--- config.mk ---
export PLATFORM = sky130hd
export DESIGN_NAME = atbc_cull
export DESIGN_NICKNAME = d
export VERILOG_FILES = /design/src/rtl/core/affine_transform_backface_cull_defines.svh /design/src/rtl/core/atbc_pkg.sv /design/src/rtl/core/atbc_cull.sv
export SDC_FILE = /design/constraint.sdc
export NUM_CORES = 2
export LEC_CHECK = 0
export BUFFER_PORTS_ARGS = -buffer_cell sky130_fd_sc_hd__buf_2
export CORE_MARGIN = 3
export CORE_UTILIZATION = 30
export CTS_BUF_LIST = sky130_fd_sc_hd__clkbuf_8
export CTS_CLUSTER_SIZE = 12
export DETAILED_ROUTE_END_ITERATION = 10
export PLACE_DENSITY = 0.58
export SLEW_MARGIN = 20
export SYNTH_ARGS = -nofsm -noshare
export SYNTH_HDL_FRONTEND = slang
export SYNTH_SLANG_ARGS = --single-unit
--- constraint.sdc ---
create_clock -name clk -period 9.4 [get_ports clk]
set_clock_uncertainty 0.1 [all_clocks]
set_input_delay 2.82 -clock clk [delete_from_list [all_inputs] [get_ports clk]]
set_output_delay 2.82 -clock clk [all_outputs]
set_load 0.005 [all_outputs]
--- src/rtl/core/affine_transform_backface_cull_defines.svh ---
// ----------------------------------------------------------------------------
// Assertion macros for the vertex transform / face cull block
// Concurrent checks compile away when SYNTH is defined.
// ----------------------------------------------------------------------------
`ifndef AFFINE_TRANSFORM_BACKFACE_CULL_DEFINES_SVH
`define AFFINE_TRANSFORM_BACKFACE_CULL_DEFINES_SVH

`ifndef SYNTH
`define ATBC_ASSERT(lbl, clk, rst, prop, msg) \
  lbl: assert property (@(posedge clk) disable iff (rst) prop) else $error(msg);
`define ATBC_ASSERT_NEVER(lbl, clk, rst, expr, msg) \
  lbl: assert property (@(posedge clk) disable iff (rst) !(expr)) else $error(msg);
`else
`define ATBC_ASSERT(lbl, clk, rst, prop, msg)
`define ATBC_ASSERT_NEVER(lbl, clk, rst, expr, msg)
`endif

`endif

--- src/rtl/core/atbc_pkg.sv ---
`timescale 1ns / 1ps
// ----------------------------------------------------------------------------
// atbc_pkg
// Shared widths, codes and types for the vertex transform / face cull block.
// ----------------------------------------------------------------------------
package atbc_pkg;

  localparam int IN_W          = 16;  // input vertex coordinate
  localparam int IDX_W         = 8;   // slot index field
  localparam int COORD_W       = 28;  // transformed coordinate, 8 fraction bits
  localparam int COEF_W        = 16;  // Q4.12 coefficient
  localparam int COEF_ROW_W    = 3 * COEF_W;
  localparam int TRANS_FIELD_W = 20;  // Q12.8 translation
  localparam int TRANS_W       = 3 * TRANS_FIELD_W;
  localparam int PROD_W        = 2 * IN_W;
  localparam int ACC_W         = PROD_W + 2;
  localparam int DIFF_W        = COORD_W + 1;
  localparam int CROSS_W       = 2 * DIFF_W;
  localparam int FACING_W      = 2;
  localparam int CFG_ADDR_W    = 2;
  localparam int CFG_DATA_W    = TRANS_W;
  localparam int S_DATA_W      = IDX_W + 3 * IN_W + 3 * IDX_W;
  localparam int M_RAW_W       = 3 * COORD_W + FACING_W;
  localparam int M_DATA_W      = ((M_RAW_W + 7) / 8) * 8;
  localparam int OUT_PAD_W     = M_DATA_W - M_RAW_W;

  // register indexes
  localparam logic [CFG_ADDR_W-1:0] REG_ROW_X = 2'd0;
  localparam logic [CFG_ADDR_W-1:0] REG_ROW_Y = 2'd1;
  localparam logic [CFG_ADDR_W-1:0] REG_ROW_Z = 2'd2;
  localparam logic [CFG_ADDR_W-1:0] REG_TRANS = 2'd3;

  // identity matrix at reset
  localparam logic [COEF_ROW_W-1:0] ROW_X_RST = 48'h0000_0000_1000;
  localparam logic [COEF_ROW_W-1:0] ROW_Y_RST = 48'h0000_1000_0000;
  localparam logic [COEF_ROW_W-1:0] ROW_Z_RST = 48'h1000_0000_0000;

  localparam logic OP_VERTEX   = 1'b0;
  localparam logic OP_FACE     = 1'b1;
  localparam logic KIND_VERTEX = 1'b0;
  localparam logic KIND_FACE   = 1'b1;

  localparam logic [FACING_W-1:0] FACING_BACK  = 2'd0;
  localparam logic [FACING_W-1:0] FACING_FRONT = 2'd1;
  localparam logic [FACING_W-1:0] FACING_EDGE  = 2'd2;

  typedef logic signed [COORD_W-1:0] coord_t;

  typedef struct packed {
    coord_t y;
    coord_t x;
  } vertex_t;

  typedef struct packed {
    coord_t z;
    coord_t y;
    coord_t x;
  } xf_res_t;

  typedef struct packed {
    logic busy;
    logic done;
  } unit_stat_t;

  typedef struct packed {
    logic                  en;
    logic [CFG_ADDR_W-1:0] index;
    logic [CFG_DATA_W-1:0] data;
  } cfg_wr_t;

endpackage

--- src/rtl/core/atbc_cull.sv ---
`timescale 1ns / 1ps
// ----------------------------------------------------------------------------
// atbc_cull
// Face classifier: edge differences, cross product z on one shared multiplier.
// ----------------------------------------------------------------------------
module atbc_cull
  import atbc_pkg::*;
(
  input  logic                clk,
  input  logic                rst,
  input  logic                start,
  input  vertex_t             va,
  input  vertex_t             vb,
  input  vertex_t             vc,
  output unit_stat_t          stat,
  output logic [FACING_W-1:0] facing
);

  logic signed [DIFF_W-1:0]  e1x, e1y, e2x, e2y;
  logic signed [DIFF_W-1:0]  mul_a, mul_b;
  logic signed [CROSS_W-1:0] mul_p;
  logic signed [CROSS_W-1:0] p1, p2;
  logic [1:0]                step;

  always_comb begin
    mul_a = (step == 2'd0) ? e1x : e1y;
    mul_b = (step == 2'd0) ? e2y : e2x;
    mul_p = mul_a * mul_b;
  end

  always_ff @(posedge clk) begin
    if (rst) begin
      stat.busy <= 1'b0;
      stat.done <= 1'b0;
      step      <= '0;
    end else begin
      stat.done <= !start && stat.busy && (step == 2'd2);
      if (start) begin
        e1x       <= DIFF_W'(vb.x) - DIFF_W'(va.x);
        e1y       <= DIFF_W'(vb.y) - DIFF_W'(va.y);
        e2x       <= DIFF_W'(vc.x) - DIFF_W'(va.x);
        e2y       <= DIFF_W'(vc.y) - DIFF_W'(va.y);
        step      <= '0;
        stat.busy <= 1'b1;
      end else if (stat.busy) begin
        unique case (step)
          2'd0: begin
            p1   <= mul_p;
            step <= 2'd1;
          end
          2'd1: begin
            p2   <= mul_p;
            step <= 2'd2;
          end
          2'd2: begin
            // sign of p1 - p2 without the subtract
            if (p1 < p2) begin
              facing <= FACING_BACK;
            end else if (p1 > p2) begin
              facing <= FACING_FRONT;
            end else begin
              facing <= FACING_EDGE;
            end
            stat.busy <= 1'b0;
          end
          default: begin
            stat.busy <= 1'b0;
          end
        endcase
      end
    end
  end

endmodule

After elaboration in Yosys (flattened, before gate mapping)
Index checks and enable logic that the tools add are counted.

word-level totals
  register bits = 238
  latch bits = 0
  bits in writable memories = 0
  memory bits (read-only) = 0
  output and inout bits = 4
  memories kept = 0

cells by class
  add/sub/neg operators = 4
  multiply operators = 1
  div/mod/pow operators = 0
  $lt $le $gt $ge = 2
  eq/ne operators = 2
  shift operators = 0
  multiplexer cells = 7
  bitwise gates (word level) = 2
  reductions and logical operators = 12

operators with widths
  operator              number
  $sub A28 B28 Y29      4
  $gt A58 B58 Y1        1
  $lt A58 B58 Y1        1
  $mul A29 B29 Y58      1
  $mux W29              2
  $reduce_and A4 Y1     3
  $pmux W2 S2           1
  $reduce_and A2 Y1     2
  $reduce_or A2 Y1      2
  $mux W1               3
  $eq A2 B1 Y1 const B  1
  $eq A2 B2 Y1 const B  1
  $logic_and A1 B1 Y1   2
  $logic_not A2 Y1      1
  $mux W2               1
  $not A1 Y1            2
  $reduce_bool A2 Y1    1
  $logic_not A1 Y1      1

Longest topological paths before layout
  depth in word-level cells = 5
  depth in mapped cells = 32
  gate-level depth less buffers = 30

Worst setup path after synthesis
OpenSTA, ideal clock, no wires.

  path type = register -> register
  from = reg step[1]
  to = reg p1[55], data pin
  setup time = 0.267 ns
  arrival = 8.406 ns
  setup slack = 0.626 ns
  stages on the path, launching flop included = 32
  buffers on the path = 3
  period minus slack after synthesis = 8.774 ns
  cell sequence = dfxtp_1 nor2_1 buf_2 mux2_2 clkbuf_1 nand2_1 inv_1 fa_1 inv_1 fa_1 inv_1 fa_1 fa_1 inv_1 fa_1 inv_1 fa_1 inv_1 fa_1 fa_1 inv_1 ha_1 clkbuf_1 a21o_1 a21o_1 a21oi_1 a21o_1 o211a_1 o21ai_2 a221oi_4 a31oi_1 xor2_1

on the way
  longest elaborated chain between the ends = 3
  elaborated cells between the ends (all ways) = 4

RTL lines
  item                                line                              RTL
  from (decl)                         atbc_cull.sv:23                   logic [1:0] step;
  from (signal assigned)              atbc_cull.sv:35                   step <= '0;
  from (signal assigned)              atbc_cull.sv:43                   step <= '0;
  from (signal assigned)              atbc_cull.sv:49                   step <= 2'd1;
  $logic_not A2 Y1 *                  atbc_cull.sv:26, atbc_cull.sv:27
  $mux W29, on equally long branches  atbc_cull.sv:26, atbc_cull.sv:27
  $mul A29 B29 Y58 *                  atbc_cull.sv:28                   mul_p = mul_a * mul_b;
  net mul_p[55]                       atbc_cull.sv:21                   logic signed [CROSS_W-1:0] mul_p;
  to (signal assigned)                atbc_cull.sv:48                   p1 <= mul_p;
  to (decl)                           atbc_cull.sv:22                   logic signed [CROSS_W-1:0] p1, p2;

The timed path passes the listed nets; every way through them passes the cells marked *.
A chain may end at the register's enable or synchronous reset.

Worst setup path in the final report
  from = reg step[1]
  to = reg p2[55], data pin

on the way
  longest elaborated chain between the ends = 3
  elaborated cells between the ends (all ways) = 4

RTL lines
  item                                line                              RTL
  $logic_not A2 Y1 *                  atbc_cull.sv:26, atbc_cull.sv:27
  $mux W29, on equally long branches  atbc_cull.sv:26, atbc_cull.sv:27
  $mul A29 B29 Y58 *                  atbc_cull.sv:28
  net mul_p[55]                       atbc_cull.sv:21
  to (signal assigned)                atbc_cull.sv:52                   p2 <= mul_p;
  to (decl)                           atbc_cull.sv:22

Marked as above.

==> out/qor.csv <==
metric;value;unit
status;finished, final reports clean;
I/O Buffers;174;
GRT overflow;0;
synthesized area;44800;µm²
Main synth FF type;edfxtp_1;
Slowest-stage cell, CP;mux2i_1;
R2R cell count;28;
Synthesized Nets;6050;
design area;49900;µm²
clock transition at the registers of the reported paths;0.06;ns
clock buffer depth;3;
Tcrit/Tclk final;0.963;
vias per cell;4.86;
first-pass GRT wire length;213000;µm
Final Max Tran Viols;0;
Max Cap Violations;0;
Placement Cell Area;48900;µm²
Top delay family on crit path;adder cells;
sequential area share after synthesis;0.159;
HPWL after DPL;116000;µm
I/O pin count;175;
DRT iter0 DRCs;2047;
Initial Util;0.303;
top-area cell type share of the netlist area;0.404;
gp weighted congestion;0.924;
clock latency at the later pin of the worst-skew pair;0.70;ns
vias in the first global route;36200;
share of post-route cells with drive strength above 1;0.101;
worst hold path depth;1;
Worst setup SP type;register;
fmax;110;MHz
CTS tree;yes;
number of instances in the placed design;6735;
Worst-Margin Slew;0.894;ns
synth cell count leaders;inv_1 (1023), fa_1 (905), nor2_1 (592);
CTS buffer count;45;
count leader, synth;inv_1;
ranking of synthesized cells by area;fa_1 (40%), edfxtp_1 (16%), ha_1 (9.5%), inv_1 (8.6%), nor2_1 (5.0%);
DR WL/cell;20.2;µm
crit path time final;9.06;ns
hold slack;0.512;ns
CTS Hold Bufs;0;
Root Buffer;clkbuf_8;
# setup viols final;0;
initial antenna violation count;13;
num rows;141;
area of the core;148000;µm²
die height;392;µm
Slew headroom;0.399;
kind of end point of the critical path;register;
largest area contributor in the netlist;fa_1;
Arr. time, crit path;9.39;ns
synth unique cells;88;
DR pass1 iterations;7;
final setup TNS;0;ns
Area Growth Syn to Fin;11.4;%
vias;33200;
Syn. warnings;0;
WP buf/inv;7;
final hold vios;0;
Hold Path Class;reg2reg;
die footprint;154000;µm²
Post-Route WL;138000;µm
largest net degree at the start of global routing;70;
Post-synth EDFFs;234;
Yosys reg bits;238;
Clock Sinks;238;
Synth Area per Inst;9.67;µm²
CP most frequent cell;fa_1;
cell count after synthesis;4634;
Die X;392;µm
H-tree levels;2;
Stages on worst setup path;28;
post-route ant nets;0;
kind of critical path;reg2reg;
RSZ-0062 raised after global routing;false;
# DRC;0;
critical path fanouts, max;21;
post-synthesis async set-or-reset flop share;0;
WP data required;9.74;ns
GR Util All Layers;0.184;
max incr delay on CP;0.66;ns
count of non-filler cells in the finished layout;6826;
NumNets Final;6270;
-- path summary, 6_finish.rpt --
kind | start | to | slack [ns]
setup / recovery | step[1]$_SDFFE_PN0P_ | p2[55]$_DFFE_PP_ | 0.34
hold / removal | step[1]$_SDFFE_PN0P_ | step[1]$_SDFFE_PN0P_ | 0.51
setup reg to reg | step[1]$_SDFFE_PN0P_ | p2[55]$_DFFE_PP_ | 0.34
hold reg to reg | step[1]$_SDFFE_PN0P_ | step[1]$_SDFFE_PN0P_ | 0.51
-- routing by layer --
layer	share of wire	up-vias	track usage
met4	0.043	0	0.0731
li1	-	14800	-
met5	0	-	0
met2	0.48	1162	0.314
met3	0.072	303	0.0360
met1	0.40	16900	0.228
-- area by class of cell --
cell class	instances	area (µm²)
Sequential cell	238	7110
Antenna cell	7	17.5
Inverter	1024	3850
Clock buffer	45	619
Clock inverter	37	289
Tap cell	1930	2410
Timing Repair Buffer	303	2050
Multi-Input combinational cell	3242	33600
Fill cell	15200	98100
-- worst reg2reg max path, delay by kind of cell (launching register included) --
kind | cells | cell delay [ns]
AOI/OAI and AO/OA | 8 | 2.06
xor gates and xnor gates | 1 | 0.17
adders and majority gates | 9 | 4.20
buffers and inverters | 7 | 1.00
DFF | 1 | 0.38
muxes | 1 | 0.66
and+or+nand+nor | 2 | 0.26
-- cell usage in the layout, fill, tap and decap left out, drive strengths merged, types with 32 or more instances in the layout --
cell type and n:
buf 303, nand2 438, nor2b 32, nand4 32, a21oi 147, ha 340
a21o 76, nor2 592, o21ai 87, fa 905, clkbuf 45, edfxtp 234
xnor2 115, xor2 33, mux2 55, mux2i 61, nor3 39, inv 1037
-- sequential cells by signal (all words and copies together), names as in the netlist --
register	count
stat	2
e1y	29
facing	2
p2	58
step	2
e2y	29
e1x	29
p1	58
e2x	29
-- cells by family after synthesis --
group / after synthesis / share of synthesized area
XOR/XNOR: 148 / 0.0289
multiplexers: 116 / 0.0274
flip-flops: 238 / 0.159
buffers and inverters: 1154 / 0.0969
adder cells (fa/ha/maj): 1245 / 0.499
AO/OA/AOI/OAI: 475 / 0.0711
AND/OR/NAND/NOR: 1258 / 0.118
-- stage by stage --
step	util	worst slack [ns]
3_5_place_dp	0.330	0.0620
2_1_floorplan	-	0.626
4_1_cts	0.336	0.0713
3_3_place_gp	0.330	0.226
6_report	0.337	0.345
5_1_grt	0.337	0.0182
-- timing repair --
| action | 4_1_cts | 5_1_grt |
|---|---|---|
| setup endpoints to repair | 0 | 42 |
| endpoints found under the hold margin | 0 | 0 |
| setup buffers | 0 | 2 |
| resized for setup | 0 | 13 |
Power is not shown: default switching activity piles up to over one toggle a cycle in this logic, so the estimate is an artifact.
