### src/rtl/core/affine_transform_backface_cull_defines.svh
// ----------------------------------------------------------------------------
// Assertion macros for the vertex transform / face cull block
// Concurrent checks compile away when SYNTH is defined.
// ----------------------------------------------------------------------------
`ifndef AFFINE_TRANSFORM_BACKFACE_CULL_DEFINES_SVH
`define AFFINE_TRANSFORM_BACKFACE_CULL_DEFINES_SVH

`ifndef SYNTH
`define ATBC_ASSERT(lbl, clk, rst, prop, msg) \
  lbl: assert property (@(posedge clk) disable iff (rst) prop) else $error(msg);
`define ATBC_ASSERT_NEVER(lbl, clk, rst, expr, msg) \
  lbl: assert property (@(posedge clk) disable iff (rst) !(expr)) else $error(msg);
`else
`define ATBC_ASSERT(lbl, clk, rst, prop, msg)
`define ATBC_ASSERT_NEVER(lbl, clk, rst, expr, msg)
`endif

`endif

### src/rtl/core/atbc_pkg.sv
`timescale 1ns / 1ps
// ----------------------------------------------------------------------------
// atbc_pkg
// Shared widths, codes and types for the vertex transform / face cull block.
// ----------------------------------------------------------------------------
package atbc_pkg;

  localparam int IN_W          = 16;  // input vertex coordinate
  localparam int IDX_W         = 8;   // slot index field
  localparam int COORD_W       = 28;  // transformed coordinate, 8 fraction bits
  localparam int COEF_W        = 16;  // Q4.12 coefficient
  localparam int COEF_ROW_W    = 3 * COEF_W;
  localparam int TRANS_FIELD_W = 20;  // Q12.8 translation
  localparam int TRANS_W       = 3 * TRANS_FIELD_W;
  localparam int PROD_W        = 2 * IN_W;
  localparam int ACC_W         = PROD_W + 2;
  localparam int DIFF_W        = COORD_W + 1;
  localparam int CROSS_W       = 2 * DIFF_W;
  localparam int FACING_W      = 2;
  localparam int CFG_ADDR_W    = 2;
  localparam int CFG_DATA_W    = TRANS_W;
  localparam int S_DATA_W      = IDX_W + 3 * IN_W + 3 * IDX_W;
  localparam int M_RAW_W       = 3 * COORD_W + FACING_W;
  localparam int M_DATA_W      = ((M_RAW_W + 7) / 8) * 8;
  localparam int OUT_PAD_W     = M_DATA_W - M_RAW_W;

  // register indexes
  localparam logic [CFG_ADDR_W-1:0] REG_ROW_X = 2'd0;
  localparam logic [CFG_ADDR_W-1:0] REG_ROW_Y = 2'd1;
  localparam logic [CFG_ADDR_W-1:0] REG_ROW_Z = 2'd2;
  localparam logic [CFG_ADDR_W-1:0] REG_TRANS = 2'd3;

  // identity matrix at reset
  localparam logic [COEF_ROW_W-1:0] ROW_X_RST = 48'h0000_0000_1000;
  localparam logic [COEF_ROW_W-1:0] ROW_Y_RST = 48'h0000_1000_0000;
  localparam logic [COEF_ROW_W-1:0] ROW_Z_RST = 48'h1000_0000_0000;

  localparam logic OP_VERTEX   = 1'b0;
  localparam logic OP_FACE     = 1'b1;
  localparam logic KIND_VERTEX = 1'b0;
  localparam logic KIND_FACE   = 1'b1;

  localparam logic [FACING_W-1:0] FACING_BACK  = 2'd0;
  localparam logic [FACING_W-1:0] FACING_FRONT = 2'd1;
  localparam logic [FACING_W-1:0] FACING_EDGE  = 2'd2;

  typedef logic signed [COORD_W-1:0] coord_t;

  typedef struct packed {
    coord_t y;
    coord_t x;
  } vertex_t;

  typedef struct packed {
    coord_t z;
    coord_t y;
    coord_t x;
  } xf_res_t;

  typedef struct packed {
    logic busy;
    logic done;
  } unit_stat_t;

  typedef struct packed {
    logic                  en;
    logic [CFG_ADDR_W-1:0] index;
    logic [CFG_DATA_W-1:0] data;
  } cfg_wr_t;

endpackage

### src/rtl/core/atbc_xform.sv
`timescale 1ns / 1ps
// ----------------------------------------------------------------------------
// atbc_xform
// Matrix registers and affine transform: three row MACs over x, y, z steps.
// ----------------------------------------------------------------------------
module atbc_xform
  import atbc_pkg::*;
(
  input  logic                  clk,
  input  logic                  rst,
  input  cfg_wr_t               cfg,
  input  logic                  start,
  input  logic signed [IN_W-1:0] vx,
  input  logic signed [IN_W-1:0] vy,
  input  logic signed [IN_W-1:0] vz,
  output unit_stat_t            stat,
  output xf_res_t               res
);

  localparam int Q_W = ACC_W - 4;

  logic [COEF_ROW_W-1:0]     row_c [3];
  logic [TRANS_W-1:0]        trans;
  logic signed [IN_W-1:0]    v     [3];
  logic signed [COEF_W-1:0]  coef  [3];
  logic signed [PROD_W-1:0]  prod  [3];
  logic signed [ACC_W-1:0]   acc   [3];
  logic signed [ACC_W-1:0]   acc_init [3];
  logic [2:0]                step;

  // round half up to 8 fraction bits, then clamp to the coordinate range
  function automatic coord_t round_sat(input logic signed [ACC_W-1:0] s);
    logic signed [Q_W-1:0] q;
    q = Q_W'(s >>> 4);
    if (q[Q_W-1:COORD_W-1] == '0 || q[Q_W-1:COORD_W-1] == '1) begin
      return q[COORD_W-1:0];
    end else if (q[Q_W-1]) begin
      return {1'b1, {(COORD_W-1){1'b0}}};
    end else begin
      return {1'b0, {(COORD_W-1){1'b1}}};
    end
  endfunction

  always_ff @(posedge clk) begin
    if (rst) begin
      row_c[0] <= ROW_X_RST;
      row_c[1] <= ROW_Y_RST;
      row_c[2] <= ROW_Z_RST;
      trans    <= '0;
    end else if (cfg.en) begin
      unique case (cfg.index)
        REG_ROW_X: row_c[0] <= cfg.data[COEF_ROW_W-1:0];
        REG_ROW_Y: row_c[1] <= cfg.data[COEF_ROW_W-1:0];
        REG_ROW_Z: row_c[2] <= cfg.data[COEF_ROW_W-1:0];
        REG_TRANS: trans    <= cfg.data[TRANS_W-1:0];
      endcase
    end
  end

  always_comb begin
    for (int r = 0; r < 3; r++) begin
      coef[r]     = $signed(row_c[r][COEF_W*step[1:0] +: COEF_W]);
      // translation carries 8 fraction bits; products carry 12
      acc_init[r] = ACC_W'($signed({trans[r*TRANS_FIELD_W +: TRANS_FIELD_W], 4'b0000}))
                    + ACC_W'(8);
    end
  end

  always_ff @(posedge clk) begin
    if (rst) begin
      stat.busy <= 1'b0;
      stat.done <= 1'b0;
      step      <= '0;
    end else begin
      stat.done <= !start && stat.busy && (step == 3'd4);
      if (start) begin
        v[0]      <= vx;
        v[1]      <= vy;
        v[2]      <= vz;
        acc       <= acc_init;
        step      <= '0;
        stat.busy <= 1'b1;
      end else if (stat.busy) begin
        for (int r = 0; r < 3; r++) begin
          if (step < 3'd3) begin
            prod[r] <= coef[r] * v[step[1:0]];
          end
          if (step != 3'd0 && step < 3'd4) begin
            acc[r] <= acc[r] + ACC_W'(prod[r]);
          end
        end
        if (step == 3'd4) begin
          res.x     <= round_sat(acc[0]);
          res.y     <= round_sat(acc[1]);
          res.z     <= round_sat(acc[2]);
          stat.busy <= 1'b0;
        end else begin
          step <= step + 3'd1;
        end
      end
    end
  end

endmodule

### config.mk
export PLATFORM = sky130hd
export DESIGN_NAME = atbc_xform
export DESIGN_NICKNAME = d
export VERILOG_FILES = /design/src/rtl/core/affine_transform_backface_cull_defines.svh /design/src/rtl/core/atbc_pkg.sv /design/src/rtl/core/atbc_xform.sv
export SDC_FILE = /design/constraint.sdc
export NUM_CORES = 2
export LEC_CHECK = 0
export ABC_AREA = 1
export BUFFER_PORTS_ARGS = -buffer_cell sky130_fd_sc_hd__buf_2
export CAP_MARGIN = 20
export CORE_MARGIN = 5
export CORE_UTILIZATION = 55
export DETAILED_ROUTE_END_ITERATION = 8
export PLACE_DENSITY = 0.79
export SYNTH_ARGS = -nofsm -noshare
export SYNTH_HDL_FRONTEND = slang
export SYNTH_SLANG_ARGS = --single-unit
### constraint.sdc
create_clock -name clk -period 44.7 [get_ports clk]
set_input_delay 6.705 -clock clk [delete_from_list [all_inputs] [get_ports clk]]
set_output_delay 6.705 -clock clk [all_outputs]
set_load 0.03 [all_outputs]
## Word-level counts from Yosys, hierarchy flattened

Memories as Yosys holds them, arrays and structs flattened. A register that Yosys moved wholly into a read port is not among the register bits.
Index checks and enable logic that the tools add are counted.

| storage, ports and cells | value |
|---|---|
| register bits after elaboration | 251 |
| memories kept | 3 |
| word-level logic and storage cells | 101 |
| memory bits (writable) | 288 |

Memory list:

| memory | words | width | rd ports | clocked after Yosys merged registers in | write ports | line | source |
|---|---|---|---|---|---|---|---|
| row_c | 3 | 48 | 3 | 0 | 3 | atbc_xform.sv:22 | `logic [COEF_ROW_W-1:0] row_c [3];` |
| prod | 3 | 32 | 3 | 0 | 3 | atbc_xform.sv:26 | `logic signed [PROD_W-1:0] prod [3];` |
| v | 3 | 16 | 1 | 1 | 3 | atbc_xform.sv:24 | `logic signed [IN_W-1:0] v [3];` |

| cells by class | value |
|---|---|
| magnitude comparators | 2 |
| shift-type cells | 3 |
| bitwise logic cells | 6 |
| eq/ne operators | 7 |
| reduce and logical (&&, ||, !) cells | 19 |
| multiply operators | 3 |
| mux-type cells | 41 |
| add/sub/neg operators | 7 |

Operator list:

| operator | count |
|---|---|
| 102-bit two-way mux | 2 |
| 28-bit two-way mux | 6 |
| 48-bit two-way mux | 3 |
| 48-bit by 7-bit indexed part select with 16-bit output | 3 |
| 34-bit by 32-bit adder with 34-bit output | 3 |
| 34-bit two-way mux | 3 |
| 16-bit by 16-bit multiplier with 32-bit output | 3 |
| 24-bit by 5-bit adder with 25-bit output, second input constant | 3 |
| 1-bit two-way mux | 25 |
| 3-bit equality test, second input constant | 4 |
| 3-bit zero test | 3 |
| 2-bit equality test, second input constant | 2 |
| 2-bit two-way mux | 2 |
| 2-bit AND reduction | 2 |
| 4-bit AND reduction | 1 |
| 2-bit nonzero test | 2 |
| 3-bit by 1-bit adder with 3-bit output, second input constant | 1 |
| 1-bit logical AND | 3 |
| 1-bit logical OR | 3 |
| 3-bit by 2-bit less-than comparator with 1-bit output, second input constant | 1 |
| 3-bit less-than comparator, second input constant | 1 |
| 1-bit NOT | 3 |
| 1-bit OR | 3 |
| 3-bit AND reduction | 1 |
| 5 further kinds | 5 |

## Longest topological paths before layout

| logic depth | value |
|---|---|
| depth after elaboration | 6 |
| depth in mapped cells | 32 |

## Least setup slack after synthesis

No wires, ideal clock.

| timing path | value |
|---|---|
| path type | input to register |
| start | in rst |
| end | mem prod[0][0] in the netlist's numbering (enable) |
| arrival time | 22020 ps |
| stages | 4 |
| slack | 21619 ps |
| path buffers | 1 |
| setup time | 1060 ps |
| data required time | 43640 ps |
| path through | inv_1 > clkbuf_1 > nand2_1 > a2111oi_0 |

RTL lines:

| element | line | source |
|---|---|---|
| start: declaration | atbc_xform.sv:10 | `input logic rst,` |
| end: declaration | atbc_xform.sv:26 |  |

## Worst setup path in the final report

| timing path | value |
|---|---|
| start | in start |
| end | reg acc[28] in the netlist's numbering (enable) |

| between the ends | value |
|---|---|
| longest elaborated chain between the ends | 2 |
| elaborated cells between the ends (all ways) | 3 |

RTL lines:

| element | line | source |
|---|---|---|
| start: declaration | atbc_xform.sv:12 | `input logic start,` |
| 2-bit nonzero test (no line) | n/a |  |
| 3-bit AND reduction (no line) (*) | n/a |  |
| end signal: assignment | atbc_xform.sv:80 | `acc <= acc_init;` |
| end signal: indexed assignment | atbc_xform.sv:89 | `acc[r] <= acc[r] + ACC_W'(prod[r]);` |
| end: declaration | atbc_xform.sv:27 | `logic signed [ACC_W-1:0] acc [3];` |

Every way passes the cells marked *; elsewhere a longest branch is shown, timed or not.
A chain may end at the register's enable or synchronous reset.

==> summary.md <==
| Metric | Value |
|---|---|
| Final Wtd Congestion | approximately 1 |
| Chip Width | 336 um |
| Worst Path Arrival | 9.42 ns |
| Highest clock rate | between 100 and 150 MHz |
| Register bit total from synthesis | 541 |
| RSZ-0062 raised after global routing | false |
| Setup repair bufs after CTS | 0 |
| Hold WC Path Type | flop to flop |
| Final period utilization | 0.204 |
| Buffers on Ports | 199 |
| Cells after Synth | 6964 |
| Top cell type's share of synthesized area | 0.270 |
| CTS max path bufs | 3 |
| Via count | ~47000 |
| Most frequent cell on the critical path | buf_4 |
| Largest net degree at the start of global routing | 121 |
| Met1 usage | 0.405 |
| Synthesized area | 0.0585 mm^2 |
| Antenna violations before repair | 3 |
| Skew-Pair Late Insertion Delay | 0.69 ns |
| Synth area leaders | fa_1 (27%), edfxtp_1 (24%), nand2_1 (12%), inv_1 (11%), ha_1 (7.4%) |
| Io pins | 200 |
| Synth Net Count | 8214 |
| Actual slew at the worst max-slew pin | 1.21 ns |
| Final Hold Slack | 0.448 ns |
| Sequential element share of the synthesized area | 0.266 |
| Antenna viol nets, final | 0 |
| Outcome | finished, final reports clean |
| WP buf/inv | 4 |
| Vias in the first global route | slightly below 50000 |
| Root buffer cell | clkbuf_16 |
| Core Region | about 0.11 mm^2 |
| Clock transition at path regs | 0.06 ns |
| First-pass GRT wire length | 261000 um |
| Startpoint types | primary input |
| Area delta synth->final | 7.86% |
| Final Hold Fails | 0 |
| Htree depth | 2 |
| R2r setup slk | 36.55 ns |
| Crit-path cells | buf_2, clkinv_2, o32ai_4, buf_4, buf_4 |
| PostCTS Resize Cnt | 0 |
| CP Class | primary input to flop |
| Post-synth EDFFs | roughly 470 |
| Post-synth top area cell | fa_1 |
| Final setup vio count | 0 |
| Layout cells sized above 1 | 0.0699 |
| Die Height | 336 um |
| CTS Hold Bufs | 0 |
| Sink Count | between 500 and 600 |
| Residual DRC | 0 |
| WL/cell | roughly 19 um |
| CP delay by family, top | buffers and inverters |
| CP max-delay cell | buf_4 |
| Final Max Slew Viols | 0 |
| Netlist cell types | 46 |
| Total global-route track usage | 0.295 |
| Met3 GRT Util | 0.0703 |
| TritonRoute pass-1 iters | 6 |
| Die area | 0.113 mm^2 |
| Asr flop ratio synth | 0 |
| DR iter-0 viols | around 5000 |
| Post-synth top flop | edfxtp_1 |
| FP Rows | approximately 120 |
| Skew final | 0.0448 ns |
| DR vias/cell | ~5.5 |
| GRT overflow | 0 |
| # nets final | 8322 |
| Relative slew slack | 0.195 |
| Setup_tns | 0 ns |
| Critical Path RT | 44.99 ns |
| MaxCap Viol Count | 0 |
| Met2 global-route usage | 0.462 |
| Syn_area_per_cell | 8.39 um^2 |
| Worst Setup End Kind | flop |
| Initial Util | 0.555 |
| HPWL Detailed | between 100000 and 150000 um |
| Post-layout min period | 9.13 ns |
| CP max FO | 68 |
| GR peak layer | met2 |
| Crit-path max cell delay | 0.86 ns |
| Synthesis Warnings | 0 |
| Routed WL | 165000 um |
| CTS Buf Count | 58 |
| CTS tree | yes |
flip-flops by register name, summed over array words and instances (netlist names), named ones only:
name / cells
step: 3
prod: 96
acc: 102
res: 84
trans: 60
stat: 2
row_c: 144
v: 48
tightest hold or removal path: stages, from the launching register on:
cell     delay [ns]
dfxtp_1        0.31
inv_1          0.05
a21oi_1        0.05
layout by cell type (no fill, tap or decap), types with 22 or more instances in the layout:
cell type | netlist | routed
buf_4 | 28 | 53
nor3_1 | 37 | 36
o21ai_0 | 252 | 251
buf_2 | 91 | 199
nand4_1 | 43 | 43
nand3b_1 | 22 | 22
dfxtp_1 | 67 | 67
inv_1 | 1653 | 1652
a21oi_1 | 287 | 272
xor2_1 | 70 | 70
ha_1 | 347 | 347
xnor2_1 | 42 | 42
nand3_1 | 210 | 208
o21bai_1 | 37 | 37
or2_2 | 40 | 40
fa_1 | 789 | 789
nor2_1 | 402 | 400
o21ai_2 | 38 | 41
clkbuf_16 | 0 | 63
edfxtp_1 | 474 | 474
nand2_1 | 1813 | 1810
a21o_1 | 22 | 22
area by class of cell:
cell class | count | area, um^2
repair buffers | 263 | 1640
well taps | 1391 | 1740
clock inverters | 35 | 437
flip-flops and latches | 541 | 15600
fillers | 8936 | 42400
diodes | 2 | 5.00
inverters | 1668 | 6260
clock buffers | 75 | 1610
multi-input cells | 4540 | 35800
layer usage:
layer | share of wire | up-vias
li1 | - | 21342
met1 | 0.40 | 22797
met2 | 0.45 | 2478
met3 | 0.12 | 441
met4 | 0.038 | 2
met5 | 0.000079 | -
cells in the mapped netlist, types with 2 or more instances:
cell,count
and2_1,2
o211ai_1,4
xor2_1,70
a32oi_2,10
fa_1,789
nor2_1,402
or2_1,4
inv_1,1653
o21ai_2,38
nand3b_1,22
nand3_1,210
dfxtp_1,67
clkbuf_1,79
nand2_1,1813
buf_1,5
xnor2_1,42
edfxtp_1,474
or2_0,8
o21ai_1,11
nor3_1,37
nor4_1,15
buf_2,91
o21ai_0,252
buf_4,28
inv_2,14
nor3_2,4
a31oi_1,10
ha_1,347
a21o_1,22
nand4_1,43
or2_2,40
clkbuf_2,2
a21boi_0,10
o21bai_1,37
a21oi_1,287
and3_1,3
buf_6,10
path summary, 6_finish.rpt:
check                              start                endpoint  cells after the start
setup / recovery                   start       acc[28]$_DFFE_PP_                      5
hold reg to reg   trans[39]$_SDFFE_PP0P_  trans[39]$_SDFFE_PP0P_                      2
hold / removal    trans[39]$_SDFFE_PP0P_  trans[39]$_SDFFE_PP0P_                      2
setup reg to reg    step[0]$_SDFFE_PP0P_   prod[0][53]$_DFFE_PP_                     27
cells by family (layout without fill, tap and decap cells):
group           count (synthesis)  in the layout  synth area share
fa+ha+maj                    1136           1136             0.344
simple gates                 2604           2604             0.179
buf+inv                      1883           2041             0.126
other cells                     0              2                 0
xor+xnor                      112            112            0.0168
flops                         541            541             0.266
compound gates                688            688            0.0670
metrics by stage:
stage | util | instances | setup slack [ns] | instance area, um^2
after global placement | 0.576 | 8392 | 34.61 | 60700
after floorplan | - | 6964 | 21.62 | 58500
after detailed placement | 0.577 | 8393 | 34.54 | 60800
after global routing | 0.598 | 8515 | 35.49 | 63000
final | 0.598 | 8515 | 35.57 | 63000
after CTS | 0.596 | 8503 | 35.18 | 62800
Power is not shown: default switching activity piles up to over one toggle a cycle in this logic, so the estimate is an artifact.
